`src/sv/i2cbm_pkg.sv`:
```
package i2cbm_pkg;

    // Register map
    localparam int unsigned REG_TICKS_PER_US = 0;
    localparam int unsigned REG_ACK_LIMIT    = 1;

    localparam logic [7:0] TICKS_PER_US_RESET = 8'd50;
    localparam logic [7:0] ACK_LIMIT_RESET    = 8'd250;

    // Delay counter width: five microseconds of at most 255 ticks each
    localparam int unsigned DLY_W = 11;

    // Raw command codes on the kind field
    localparam logic [2:0] KIND_NONE  = 3'd0;
    localparam logic [2:0] KIND_START = 3'd1;
    localparam logic [2:0] KIND_STOP  = 3'd2;
    localparam logic [2:0] KIND_WRITE = 3'd3;
    localparam logic [2:0] KIND_ACK   = 3'd4;
    localparam logic [2:0] KIND_READ  = 3'd5;

    typedef enum logic [2:0] {
        CMD_NONE,
        CMD_START,
        CMD_STOP,
        CMD_WRITE,
        CMD_ACK,
        CMD_READ
    } cmd_t;

    typedef enum logic [4:0] {
        PH_IDLE,
        PH_ST_A,
        PH_ST_B,
        PH_ST_C,
        PH_ST_D,
        PH_SP_A,
        PH_SP_B,
        PH_SP_C,
        PH_WR_A,
        PH_WR_B,
        PH_WR_C,
        PH_AK_A,
        PH_AK_B,
        PH_AK_POLL,
        PH_RD_A,
        PH_RD_B,
        PH_KA,
        PH_KB
    } phase_t;

    // One classified tick as held in the queue
    typedef struct packed {
        cmd_t       cmd;
        logic [7:0] write_byte;
        logic       send_ack;
        logic       sda_in;
    } tick_t;

    // Configuration seen by the sequencer
    typedef struct packed {
        logic [7:0] ticks_per_us;
        logic [7:0] ack_limit;
    } cfg_t;

    // One result transfer
    typedef struct packed {
        logic       scl;
        logic       sda_out;
        logic       ready_res;
        logic       done_res;
        logic [7:0] read_data;
        logic       ack_error;
    } res_t;

endpackage

```
`src/sv/i2cbm_front.sv`:
```
module i2cbm_front
    import i2cbm_pkg::*;
(
    input  logic [2:0] kind,
    input  logic [7:0] write_byte,
    input  logic       send_ack,
    input  logic       sda_in,
    output tick_t      tick
);

    // Classify the raw kind code; unused codes become no command
    always_comb
    begin
        case (kind)
            KIND_START: tick.cmd = CMD_START;
            KIND_STOP:  tick.cmd = CMD_STOP;
            KIND_WRITE: tick.cmd = CMD_WRITE;
            KIND_ACK:   tick.cmd = CMD_ACK;
            KIND_READ:  tick.cmd = CMD_READ;
            default:    tick.cmd = CMD_NONE;
        endcase
        tick.write_byte = write_byte;
        tick.send_ack   = send_ack;
        tick.sda_in     = sda_in;
    end

endmodule

```
`src/sv/i2cbm_queue.sv`:
```
module i2cbm_queue
    import i2cbm_pkg::*;
#(
    parameter int unsigned DEPTH = 4
)
(
    input  logic  clk,
    input  logic  rst_n,
    input  logic  push,
    input  tick_t push_data,
    input  logic  pop,
    output logic  full,
    output logic  not_empty,
    output tick_t head,
    output logic [$clog2(DEPTH+1)-1:0] count
);

    localparam int unsigned PTR_W = $clog2(DEPTH);
    localparam int unsigned CNT_W = $clog2(DEPTH + 1);

    tick_t              mem_reg [DEPTH];
    logic [PTR_W-1:0]   wr_ptr_reg;
    logic [PTR_W-1:0]   wr_ptr_next;
    logic [PTR_W-1:0]   rd_ptr_reg;
    logic [PTR_W-1:0]   rd_ptr_next;
    logic [CNT_W-1:0]   count_reg;
    logic [CNT_W-1:0]   count_next;
    logic               do_push;
    logic               do_pop;

    assign full      = (count_reg == CNT_W'(DEPTH));
    assign not_empty = (count_reg != '0);
    assign head      = mem_reg[rd_ptr_reg];
    assign count     = count_reg;
    assign do_push   = push && !full;
    assign do_pop    = pop && not_empty;

    // Advance pointers with wrap at the queue depth
    always_comb
    begin
        wr_ptr_next = wr_ptr_reg;
        rd_ptr_next = rd_ptr_reg;
        count_next  = count_reg;
        if (do_push)
        begin
            wr_ptr_next = (wr_ptr_reg == PTR_W'(DEPTH - 1)) ? '0 : wr_ptr_reg + 1'b1;
        end
        if (do_pop)
        begin
            rd_ptr_next = (rd_ptr_reg == PTR_W'(DEPTH - 1)) ? '0 : rd_ptr_reg + 1'b1;
        end
        if (do_push && !do_pop)
        begin
            count_next = count_reg + 1'b1;
        end
        else if (do_pop && !do_push)
        begin
            count_next = count_reg - 1'b1;
        end
    end

    always_ff @(posedge clk or negedge rst_n)
    begin
        if (!rst_n)
        begin
            wr_ptr_reg <= '0;
            rd_ptr_reg <= '0;
            count_reg  <= '0;
        end
        else
        begin
            wr_ptr_reg <= wr_ptr_next;
            rd_ptr_reg <= rd_ptr_next;
            count_reg  <= count_next;
        end
    end

    // Hold the entries; no reset on payload
    always_ff @(posedge clk)
    begin
        if (do_push)
        begin
            mem_reg[wr_ptr_reg] <= push_data;
        end
    end

endmodule

```
`src/sv/i2cbm_back.sv`:
```
module i2cbm_back
    import i2cbm_pkg::*;
(
    input  logic  clk,
    input  logic  rst_n,
    input  cfg_t  cfg,
    input  logic  q_not_empty,
    input  tick_t q_head,
    output logic  q_pop,
    output logic  out_valid,
    input  logic  out_stall,
    output res_t  res
);

    phase_t           phase_reg, phase_next;
    logic [DLY_W-1:0] dly_reg, dly_next;
    logic [3:0]       bit_reg, bit_next;
    logic [7:0]       shift_reg, shift_next;
    logic [7:0]       poll_reg, poll_next;
    logic             ack_reg, ack_next;
    logic             scl_reg, scl_next;
    logic             sda_reg, sda_next;
    logic [7:0]       held_reg, held_next;
    logic             err_reg, err_next;
    logic             done_next;
    logic             valid_reg;
    res_t             res_reg;

    logic [7:0]       tick_us;
    logic [DLY_W-1:0] d1, d2, d5;
    phase_t           target;
    logic             do_enter;

    // Segment lengths of one, two and five microseconds
    assign tick_us = (cfg.ticks_per_us == 8'd0) ? 8'd1 : cfg.ticks_per_us;
    assign d1      = {3'b000, tick_us};
    assign d2      = {2'b00, tick_us, 1'b0};
    assign d5      = {3'b000, tick_us} + {1'b0, tick_us, 2'b00};

    // Take the next tick whenever the output register is free or drains
    assign q_pop     = q_not_empty && (!valid_reg || !out_stall);
    assign out_valid = valid_reg;
    assign res       = res_reg;

    // One bus tick: idle decode, ack polling or segment countdown, then entry
    always_comb
    begin
        phase_next = phase_reg;
        dly_next   = dly_reg;
        bit_next   = bit_reg;
        shift_next = shift_reg;
        poll_next  = poll_reg;
        ack_next   = ack_reg;
        scl_next   = scl_reg;
        sda_next   = sda_reg;
        held_next  = held_reg;
        err_next   = err_reg;
        done_next  = 1'b0;
        target     = PH_IDLE;
        do_enter   = 1'b0;

        if (phase_reg == PH_IDLE)
        begin
            bit_next = 4'd0;
            case (q_head.cmd)
                CMD_START:
                begin
                    target   = PH_ST_A;
                    do_enter = 1'b1;
                end
                CMD_STOP:
                begin
                    target   = PH_SP_A;
                    do_enter = 1'b1;
                end
                CMD_WRITE:
                begin
                    shift_next = q_head.write_byte;
                    target     = PH_WR_A;
                    do_enter   = 1'b1;
                end
                CMD_ACK:
                begin
                    err_next = 1'b0;
                    target   = PH_AK_A;
                    do_enter = 1'b1;
                end
                CMD_READ:
                begin
                    shift_next = 8'd0;
                    ack_next   = q_head.send_ack;
                    target     = PH_RD_A;
                    do_enter   = 1'b1;
                end
                default:
                begin
                    do_enter = 1'b0;
                end
            endcase
        end
        else if (phase_reg == PH_AK_POLL)
        begin
            if (!q_head.sda_in)
            begin
                scl_next   = 1'b0;
                phase_next = PH_IDLE;
                done_next  = 1'b1;
            end
            else if (poll_reg >= cfg.ack_limit)
            begin
                err_next = 1'b1;
                target   = PH_SP_A;
                do_enter = 1'b1;
            end
            else
            begin
                poll_next = poll_reg + 8'd1;
            end
        end
        else
        begin
            if (dly_reg != '0)
            begin
                dly_next = dly_reg - 1'b1;
            end
            if (dly_next == '0)
            begin
                case (phase_reg)
                    PH_ST_A:
                    begin
                        target   = PH_ST_B;
                        do_enter = 1'b1;
                    end
                    PH_ST_B:
                    begin
                        target   = PH_ST_C;
                        do_enter = 1'b1;
                    end
                    PH_ST_C:
                    begin
                        target   = PH_ST_D;
                        do_enter = 1'b1;
                    end
                    PH_SP_A:
                    begin
                        target   = PH_SP_B;
                        do_enter = 1'b1;
                    end
                    PH_SP_B:
                    begin
                        target   = PH_SP_C;
                        do_enter = 1'b1;
                    end
                    PH_WR_A:
                    begin
                        target   = PH_WR_B;
                        do_enter = 1'b1;
                    end
                    PH_WR_B:
                    begin
                        target   = PH_WR_C;
                        do_enter = 1'b1;
                    end
                    PH_WR_C:
                    begin
                        bit_next   = bit_reg + 4'd1;
                        shift_next = {shift_reg[6:0], 1'b0};
                        if (!bit_next[3])
                        begin
                            target   = PH_WR_A;
                            do_enter = 1'b1;
                        end
                    end
                    PH_AK_A:
                    begin
                        target   = PH_AK_B;
                        do_enter = 1'b1;
                    end
                    PH_AK_B:
                    begin
                        target   = PH_AK_POLL;
                        do_enter = 1'b1;
                    end
                    PH_RD_A:
                    begin
                        target   = PH_RD_B;
                        do_enter = 1'b1;
                    end
                    PH_RD_B:
                    begin
                        bit_next = bit_reg + 4'd1;
                        if (bit_next[3])
                        begin
                            held_next = shift_reg;
                            target    = PH_KA;
                        end
                        else
                        begin
                            target = PH_RD_A;
                        end
                        do_enter = 1'b1;
                    end
                    PH_KA:
                    begin
                        target   = PH_KB;
                        do_enter = 1'b1;
                    end
                    PH_KB:
                    begin
                        scl_next = 1'b0;
                    end
                    default:
                    begin
                        do_enter = 1'b0;
                    end
                endcase
                // Finish the command when no further segment follows
                if (!do_enter)
                begin
                    phase_next = PH_IDLE;
                    dly_next   = '0;
                    done_next  = 1'b1;
                end
            end
        end

        // Enter the chosen segment: drive levels and load its delay
        if (do_enter)
        begin
            phase_next = target;
            case (target)
                PH_ST_A:
                begin
                    sda_next = 1'b1;
                    dly_next = d1;
                end
                PH_ST_B:
                begin
                    scl_next = 1'b1;
                    dly_next = d5;
                end
                PH_ST_C:
                begin
                    sda_next = 1'b0;
                    dly_next = d5;
                end
                PH_ST_D:
                begin
                    scl_next = 1'b0;
                    dly_next = d5;
                end
                PH_SP_A:
                begin
                    scl_next = 1'b1;
                    sda_next = 1'b0;
                    dly_next = d1;
                end
                PH_SP_B:
                begin
                    sda_next = 1'b1;
                    dly_next = d5;
                end
                PH_SP_C:
                begin
                    scl_next = 1'b0;
                    dly_next = d5;
                end
                PH_WR_A:
                begin
                    scl_next = 1'b0;
                    sda_next = shift_next[7];
                    dly_next = d5;
                end
                PH_WR_B:
                begin
                    scl_next = 1'b1;
                    dly_next = d5;
                end
                PH_WR_C:
                begin
                    scl_next = 1'b0;
                    dly_next = d5;
                end
                PH_AK_A:
                begin
                    sda_next = 1'b1;
                    dly_next = d1;
                end
                PH_AK_B:
                begin
                    scl_next = 1'b1;
                    dly_next = d1;
                end
                PH_AK_POLL:
                begin
                    poll_next = 8'd0;
                    dly_next  = '0;
                end
                PH_RD_A:
                begin
                    scl_next = 1'b0;
                    sda_next = 1'b1;
                    dly_next = d2;
                end
                PH_RD_B:
                begin
                    scl_next   = 1'b1;
                    shift_next = {shift_next[6:0], q_head.sda_in};
                    dly_next   = d1;
                end
                PH_KA:
                begin
                    scl_next = 1'b0;
                    sda_next = !ack_next;
                    dly_next = d2;
                end
                PH_KB:
                begin
                    scl_next = 1'b1;
                    dly_next = d2;
                end
                default:
                begin
                    phase_next = PH_IDLE;
                    dly_next   = '0;
                end
            endcase
        end
    end

    // Update the sequencer state on each popped tick
    always_ff @(posedge clk or negedge rst_n)
    begin
        if (!rst_n)
        begin
            phase_reg <= PH_IDLE;
            dly_reg   <= '0;
            bit_reg   <= 4'd0;
            shift_reg <= 8'd0;
            poll_reg  <= 8'd0;
            ack_reg   <= 1'b0;
            scl_reg   <= 1'b1;
            sda_reg   <= 1'b1;
            held_reg  <= 8'd0;
            err_reg   <= 1'b0;
            valid_reg <= 1'b0;
        end
        else
        begin
            if (q_pop)
            begin
                phase_reg <= phase_next;
                dly_reg   <= dly_next;
                bit_reg   <= bit_next;
                shift_reg <= shift_next;
                poll_reg  <= poll_next;
                ack_reg   <= ack_next;
                scl_reg   <= scl_next;
                sda_reg   <= sda_next;
                held_reg  <= held_next;
                err_reg   <= err_next;
                valid_reg <= 1'b1;
            end
            else if (!out_stall)
            begin
                valid_reg <= 1'b0;
            end
        end
    end

    // Load the result register alongside the state
    always_ff @(posedge clk)
    begin
        if (q_pop)
        begin
            res_reg.scl       <= scl_next;
            res_reg.sda_out   <= sda_next;
            res_reg.ready_res <= (phase_next == PH_IDLE);
            res_reg.done_res  <= done_next;
            res_reg.read_data <= held_next;
            res_reg.ack_error <= err_next;
        end
    end

endmodule

```
`src/sv/i2c_bit_level_master_unit.sv`:
```
// Tick-level I2C master sequencer. Every input transfer is one bus tick and
// yields exactly one result transfer carrying the SCL/SDA levels, the idle
// and done flags, the last read byte and the ack timeout flag. A tick may
// carry a start, stop, byte write, ack wait or byte read; a command that
// arrives while one is still running is ignored. Ticks are classified on
// entry and held in a short queue (QUEUE_DEPTH entries); the sequencer takes
// one tick from the queue per clock unless the result output stalls; its
// state update on each popped tick sets that rate. A tick is registered in
// the queue and then in the result register. Segment lengths are 1, 2 and
// 5 microseconds of ticks_per_us ticks (zero reads as one). Registers:
// ticks_per_us at byte address 0 (reset 50), ack_limit at byte address 4
// (reset 250); write them only while idle.
module i2c_bit_level_master_unit
    import i2cbm_pkg::*;
#(
    parameter int unsigned QUEUE_DEPTH = 4
)
(
    input  logic        clk,
    input  logic        rst_n,
    // configuration port
    input  logic        psel,
    input  logic        penable,
    input  logic        pwrite,
    input  logic [2:0]  paddr,
    input  logic [31:0] pwdata,
    output logic [31:0] prdata,
    output logic        pready,
    // tick input
    input  logic        in_valid,
    output logic        in_stall,
    input  logic [2:0]  kind,
    input  logic [7:0]  write_byte,
    input  logic        send_ack,
    input  logic        sda_in,
    // result output
    output logic        out_valid,
    input  logic        out_stall,
    output logic        scl,
    output logic        sda_out,
    output logic        ready_res,
    output logic        done_res,
    output logic [7:0]  read_data,
    output logic        ack_error
);

    localparam int unsigned CNT_W = $clog2(QUEUE_DEPTH + 1);

    logic [7:0]       tpu_reg;
    logic [7:0]       limit_reg;
    logic             cfg_wr;
    cfg_t             cfg;
    tick_t            front_tick;
    tick_t            q_head;
    logic             q_full;
    logic             q_not_empty;
    logic             q_pop;
    logic [CNT_W-1:0] q_count;
    res_t             res;

    // Register writes and reads; the word index is the address bit above the byte lane
    assign pready = 1'b1;
    assign cfg_wr = psel && penable && pwrite;

    always_ff @(posedge clk or negedge rst_n)
    begin
        if (!rst_n)
        begin
            tpu_reg   <= TICKS_PER_US_RESET;
            limit_reg <= ACK_LIMIT_RESET;
        end
        else if (cfg_wr)
        begin
            if (paddr[2] == 1'(REG_TICKS_PER_US))
            begin
                tpu_reg <= pwdata[7:0];
            end
            if (paddr[2] == 1'(REG_ACK_LIMIT))
            begin
                limit_reg <= pwdata[7:0];
            end
        end
    end

    assign prdata           = (paddr[2] == 1'(REG_ACK_LIMIT)) ? {24'd0, limit_reg}
                                                              : {24'd0, tpu_reg};
    assign cfg.ticks_per_us = tpu_reg;
    assign cfg.ack_limit    = limit_reg;

    // Front: classify incoming ticks
    i2cbm_front u_front (
        .kind       (kind),
        .write_byte (write_byte),
        .send_ack   (send_ack),
        .sda_in     (sda_in),
        .tick       (front_tick)
    );

    assign in_stall = q_full;

    i2cbm_queue #(
        .DEPTH (QUEUE_DEPTH)
    ) u_queue (
        .clk       (clk),
        .rst_n     (rst_n),
        .push      (in_valid),
        .push_data (front_tick),
        .pop       (q_pop),
        .full      (q_full),
        .not_empty (q_not_empty),
        .head      (q_head),
        .count     (q_count)
    );

    // Back: bus sequencer with its result register
    i2cbm_back u_back (
        .clk         (clk),
        .rst_n       (rst_n),
        .cfg         (cfg),
        .q_not_empty (q_not_empty),
        .q_head      (q_head),
        .q_pop       (q_pop),
        .out_valid   (out_valid),
        .out_stall   (out_stall),
        .res         (res)
    );

    assign scl       = res.scl;
    assign sda_out   = res.sda_out;
    assign ready_res = res.ready_res;
    assign done_res  = res.done_res;
    assign read_data = res.read_data;
    assign ack_error = res.ack_error;

`ifndef SYNTHESIS
    // A finishing tick always leaves the sequencer idle
    a_done_idle: assert property (@(posedge clk) disable iff (!rst_n)
        out_valid && done_res |-> ready_res)
        else $error("done flagged while sequencer busy");

    // A register write lands in the tick-rate register
    a_cfg_write: assert property (@(posedge clk) disable iff (!rst_n)
        cfg_wr && (paddr[2] == 1'(REG_TICKS_PER_US)) |=> tpu_reg == $past(pwdata[7:0]))
        else $error("ticks_per_us write lost");

    // The queue never holds more than its depth
    a_queue_bound: assert property (@(posedge clk) disable iff (!rst_n)
        q_count <= CNT_W'(QUEUE_DEPTH))
        else $error("tick queue overflow");
`endif

endmodule
```
`config.mk`:
```
export PLATFORM = sky130hd
export DESIGN_NAME = i2c_bit_level_master_unit
export DESIGN_NICKNAME = d
export VERILOG_FILES = /design/src/sv/i2cbm_pkg.sv /design/src/sv/i2cbm_front.sv /design/src/sv/i2cbm_queue.sv /design/src/sv/i2cbm_back.sv /design/src/sv/i2c_bit_level_master_unit.sv
export SDC_FILE = /design/constraint.sdc
export NUM_CORES = 1
export LEC_CHECK = 0
export BUFFER_PORTS_ARGS = -buffer_cell sky130_fd_sc_hd__buf_4
export CAP_MARGIN = 20
export CORE_UTILIZATION = 53
export DETAILED_ROUTE_END_ITERATION = 7
export GPL_TIMING_DRIVEN = 1
export PLACE_DENSITY = 0.78
export REMOVE_ABC_BUFFERS = 1
export SLEW_MARGIN = 25
export SYNTH_ARGS = -nofsm -noshare
export SYNTH_HDL_FRONTEND = slang
export SYNTH_SLANG_ARGS = --single-unit
```
`constraint.sdc`:
```
create_clock -name clk -period 3.72 [get_ports clk]
set_clock_uncertainty 0.05 [all_clocks]
set_input_delay 0.186 -clock clk [delete_from_list [all_inputs] [get_ports clk]]
set_output_delay 0.186 -clock clk [all_outputs]
set_load 0.02 [all_outputs]
```
==> run_results.csv <==
group,metric,value,unit
sta,final-hold-violation-count,0,
die,die_x,124,µm
critical_path,crit-reg2reg-capture,"u_back.dly_reg[5]",
placed_design,place_hpwl,13.5,mm
layout,finish.utilization,68.6,%
placed_design,place.gp.congestion,0.909,
synthesis,synthFlopType,"sky130_fd_sc_hd__edfxtp_1",
cts,tritoncts,"yes",
worst_hold_path,min_from,"kind[1]",
synthesis,flip_flop_and_latch_count_after_synthesis,137,
route,drt_pre_antenna_iters,5,
global_route,grt.met1_usage,30.9,%
synthesis,post_synth_fa_ha_maj_area_fraction,4.10,%
synthesis,synth_area_per_cell,10.6,µm²
sta,layout_min_cycle_time,3810,ps
critical_path,rrSetupSlack,-90,ps
critical_path,critical_path_buf_inv_count,2,
worst_hold_path,hp-class,"input port to flip-flop",
critical_path,cp_slowest_stage_delay,550,ps
critical_path,worst_reg_to_reg_cells,11,
sta,max_slew_margin,54.2,%
cts,cts.sinks,137,
layout,nFillCells,1046,
synthesis,post_synth_num_cell_types,79,
cts,ctsHtreeMaxLevel,4,
synthesis,synth_top_family_by_area,"compound AO/OA/AOI/OAI gates",
cts,clk_pin_slew_worst_paths,60,ps
pwr,power_density,585,mW/mm²
placed_design,place.port_buffers,51,
sta,fin_tns_setup,-290,ps
critical_path,cp_cell_sequence,"or4_4 > or4_4 > a311o_4 > a2111oi_4 > buf_4 > buf_6 > a21o_1 > mux2i_2 > o2111a_1 > o31a_1 > a221o_1",
critical_path,timing_worst_setup_path_type,"flip-flop to flip-flop",
sta,hold_slack,34.0,ps
route,drt-initial-drc-count,536,
global_route,grtUsageMet3,7.14,%
die,initial_utilization,54.1,%
critical_path,critical_path_required,3980,ps
critical_path,timing.critical_path.arrival,4070,ps
critical_path,crit_cells,11,
synthesis,synthesis.yosys.warnings,0,
global_route,first_global_vias,6273,
cts,cts-buffers-inserted,17,
sta,unrepaired_setup_endpoints_after_global_routing,"true",
critical_path,critical-path-slowest-cell,"sky130_fd_sc_hd__or4_4",
layout,syn2layout_area_growth,26.6,%
synthesis,synth.yosys.seq_area_share,47.9,%
global_route,global_route.peak_usage_layer,"met2",
job,max_cap_viol,0,
synthesis,synth_async_sr_flop_share,52.6,%
placed_design,place_ws,-215,ps
critical_path,timing.critical_path.from,"u_back.dly_reg[9]",
route,routed_wirelength,19.9,mm
route,detail_route.drc_violations,0,
global_route,grt.overflow.total,0,
cts,cts-root-buf,"sky130_fd_sc_hd__clkbuf_16",
run_status,status,"finished, violations left",
sta,timing.final.ws_setup,-92.8,ps
sta,finalSetupViolations,6,
route,drt-wirelength-per-cell,18.5,µm
die,dieArea,0.0153,mm²
critical_path,setup.worst_path.end_class,"flip-flop",
layout,n_antenna_cell,0,
layout,final_layout_size_suffix_gt1_share,30.7,%
critical_path,timing.critical_path.fanout_max,5,
die,floorplan.io_pins,103,
synthesis,post_synth_inst_count,740,
synthesis,synth-edff-count,65,
route,drt_antenna_net_count,0,
pwr,p_leak,4.06,nW
critical_path,worstReg2RegStart,"u_back.dly_reg[9]",
sta,max_slew_vio_count,0,
critical_path,crit_family,"compound AO/OA/AOI/OAI gates",
synthesis,area_fraction_in_compound_gates_after_synthesis,15.2,%
route,num_vias,6461,
sta,worst-slew-pin-transition,683,ps
worst_hold_path,min_delay_path_depth,2,
die,chipHeight,124,µm
run_status,violated_checks,"negative setup slack",
route,via_per_inst,6.00,
synthesis,xor_xnor_portion_of_the_synthesized_cell_area,2.23,%
global_route,global_route_wire_length_before_repair,30.5,mm
synthesis,syn-cell-area,0.00787,mm²
layout,design.final.nets,958,
die,core_area,0.0145,mm²
sta,final_cycle_utilization_of_the_critical_path,102,%
pwr,vdd_drop_max,0.000486,V
layout,number_of_flip_flops_in_the_largest_register,52,
synthesis,synth.area.mux_share,9.79,%
synthesis,synthSimpleGateAreaFrac,15.0,%
die,floorplan.rows,44,
critical_path,crit_path_end,"u_back.dly_reg[5]",
global_route,grt_start_max_net_pins,73,
cts,cts-root-to-sink-buffers,2,
sta,fmaxAchievable,262,MHz
cts,clk_latency,440,ps
global_route,global_route.usage.total,26.5,%
global_route,grtUsageMet2,46.3,%
critical_path,crit_path_frequent_cell,"sky130_fd_sc_hd__or4_4",
global_route,antenna_found_initial,0,
critical_path,category_of_the_worst_setup_path_launch_point,"flip-flop",
synthesized netlist by cell type, types with 3 or more instances:
library cell / n / share of area (%)
sky130_fd_sc_hd__a211oi_1: 7 / 0.67
sky130_fd_sc_hd__a21o_1: 13 / 1.2
sky130_fd_sc_hd__nor2b_1: 7 / 0.56
sky130_fd_sc_hd__a31oi_1: 6 / 0.48
sky130_fd_sc_hd__or3_1: 4 / 0.32
sky130_fd_sc_hd__xnor2_1: 6 / 0.67
sky130_fd_sc_hd__o211ai_1: 5 / 0.48
sky130_fd_sc_hd__and2_1: 11 / 0.87
sky130_fd_sc_hd__nand3_1: 19 / 1.2
sky130_fd_sc_hd__ha_1: 21 / 3.3
sky130_fd_sc_hd__dfrtp_1: 61 / 19
sky130_fd_sc_hd__xor2_1: 14 / 1.6
sky130_fd_sc_hd__nand2_1: 71 / 3.4
sky130_fd_sc_hd__o21ai_1: 18 / 1.1
sky130_fd_sc_hd__nand4_1: 9 / 0.72
sky130_fd_sc_hd__or4_1: 5 / 0.48
sky130_fd_sc_hd__nor4_1: 7 / 0.56
sky130_fd_sc_hd__a31o_2: 3 / 0.33
sky130_fd_sc_hd__mux4_2: 13 / 3.7
sky130_fd_sc_hd__inv_1: 24 / 1.1
sky130_fd_sc_hd__o2111ai_1: 4 / 0.45
sky130_fd_sc_hd__a22o_1: 3 / 0.33
sky130_fd_sc_hd__dfstp_2: 11 / 3.7
sky130_fd_sc_hd__mux2i_1: 8 / 1.0
sky130_fd_sc_hd__buf_4: 27 / 2.6
sky130_fd_sc_hd__edfxtp_1: 65 / 25
sky130_fd_sc_hd__mux2_2: 34 / 4.9
sky130_fd_sc_hd__clkbuf_1: 28 / 1.3
sky130_fd_sc_hd__o22ai_1: 3 / 0.24
sky130_fd_sc_hd__nor3_1: 23 / 1.5
sky130_fd_sc_hd__a221oi_1: 4 / 0.45
sky130_fd_sc_hd__o31ai_1: 5 / 0.48
sky130_fd_sc_hd__buf_2: 7 / 0.45
sky130_fd_sc_hd__nor3b_1: 4 / 0.38
sky130_fd_sc_hd__a22oi_1: 12 / 1.1
sky130_fd_sc_hd__nor2_1: 66 / 3.1
sky130_fd_sc_hd__a21oi_1: 24 / 1.5
sky130_fd_sc_hd__o21ai_0: 28 / 1.8
sky130_fd_sc_hd__nand2b_1: 7 / 0.56
worst min-delay path by stage:
stage,endpoint,slack (ps)
3_3_place_gp,u_back.dly_reg[10],320
3_5_place_dp,u_back.dly_reg[10],340
4_1_cts,u_queue.mem_reg[2][12],10
2_1_floorplan,limit_reg[0],-160
6_report,u_queue.mem_reg[2][12],30
5_1_grt,u_queue.mem_reg[2][12],20
layout by cell type, fill, tap and decap left out, drive strengths merged, types with 4 or more instances in the layout:
cell         netlist  final
a21oi             25     26
buf               36    141
nor2              66     66
nor4               8      8
clkinv             1      6
a221oi             4      4
and2              12     12
inv               24     29
ha                21     21
a21o              14     14
dfstp             11     11
nand4              9      9
or4                5      5
dlygate4sd3        0     20
a211oi             8      8
clkbuf            28     18
nand2b             7      7
dfrtp             61     61
xnor2              6      6
mux2              35     35
xor2              14     14
or3                4      4
a22oi             12     12
edfxtp            65     65
nor3b              4      4
nor2b              7      7
o21ai             46     46
nand3             19     19
o211ai             5      5
conb               2     25
mux2i              8      8
nor3              24     24
o2111ai            4      4
a31oi              6      6
mux4              13     13
a2111oi            5      5
nand2             71     71
o31ai              5      5
what timing repair did:
| action | CTS | global route |
|---|---|---|
| resized for setup | 16 | 38 |
| setup buffers | 4 | 10 |
| gates cloned | 1 | 1 |
| endpoints found under the setup margin | 30 | 44 |
| hold buffers | 20 | 0 |
| hold endpoints to repair | 118 | 0 |
| pin swaps | 8 | 24 |
cells by family after synthesis:
| group | Yosys count |
|---|---|
| compound gates | 165 |
| xor+xnor | 20 |
| fa+ha+maj | 25 |
| buf+inv | 89 |
| flops | 137 |
| mux | 56 |
| other cells | 2 |
| simple gates | 246 |
final cells by class:
type	instances	area, µm²	area share [%]
clock inverters	14	146	1.47
repair buffers	161	1320	13.2
inverters	25	93.8	0.942
clock buffers	18	429	4.31
multi-input cells	538	3990	40.0
flip-flops and latches	137	3770	37.8
well taps	184	230	2.31
routing by layer:
metal,up-vias,wire [µm]
li1,2979,-
met1,3192,8140
met2,240,10200
met3,50,1080
met4,0,453
met5,-,0
stage by stage:
step | instances | total power, mW | cell area [µm²]
floorplan | 699 | 3.36 | 7610
global placement | 1009 | 3.97 | 8810
detailed placement | 1009 | 4.07 | 8810
CTS | 1066 | 5.79 | 9700
global route | 1077 | 6.13 | 9970
finish | 1077 | 5.83 | 9970
report_power, final:
part / internal, mW / switching, mW / leakage (nW)
combinational: 0.853 / 1.09 / 2.37
clock: 0.990 / 0.679 / 0.276
sequential: 1.98 / 0.244 / 1.42
total: 3.82 / 2.01 / 4.06
Power figures use the tool's default switching activity.
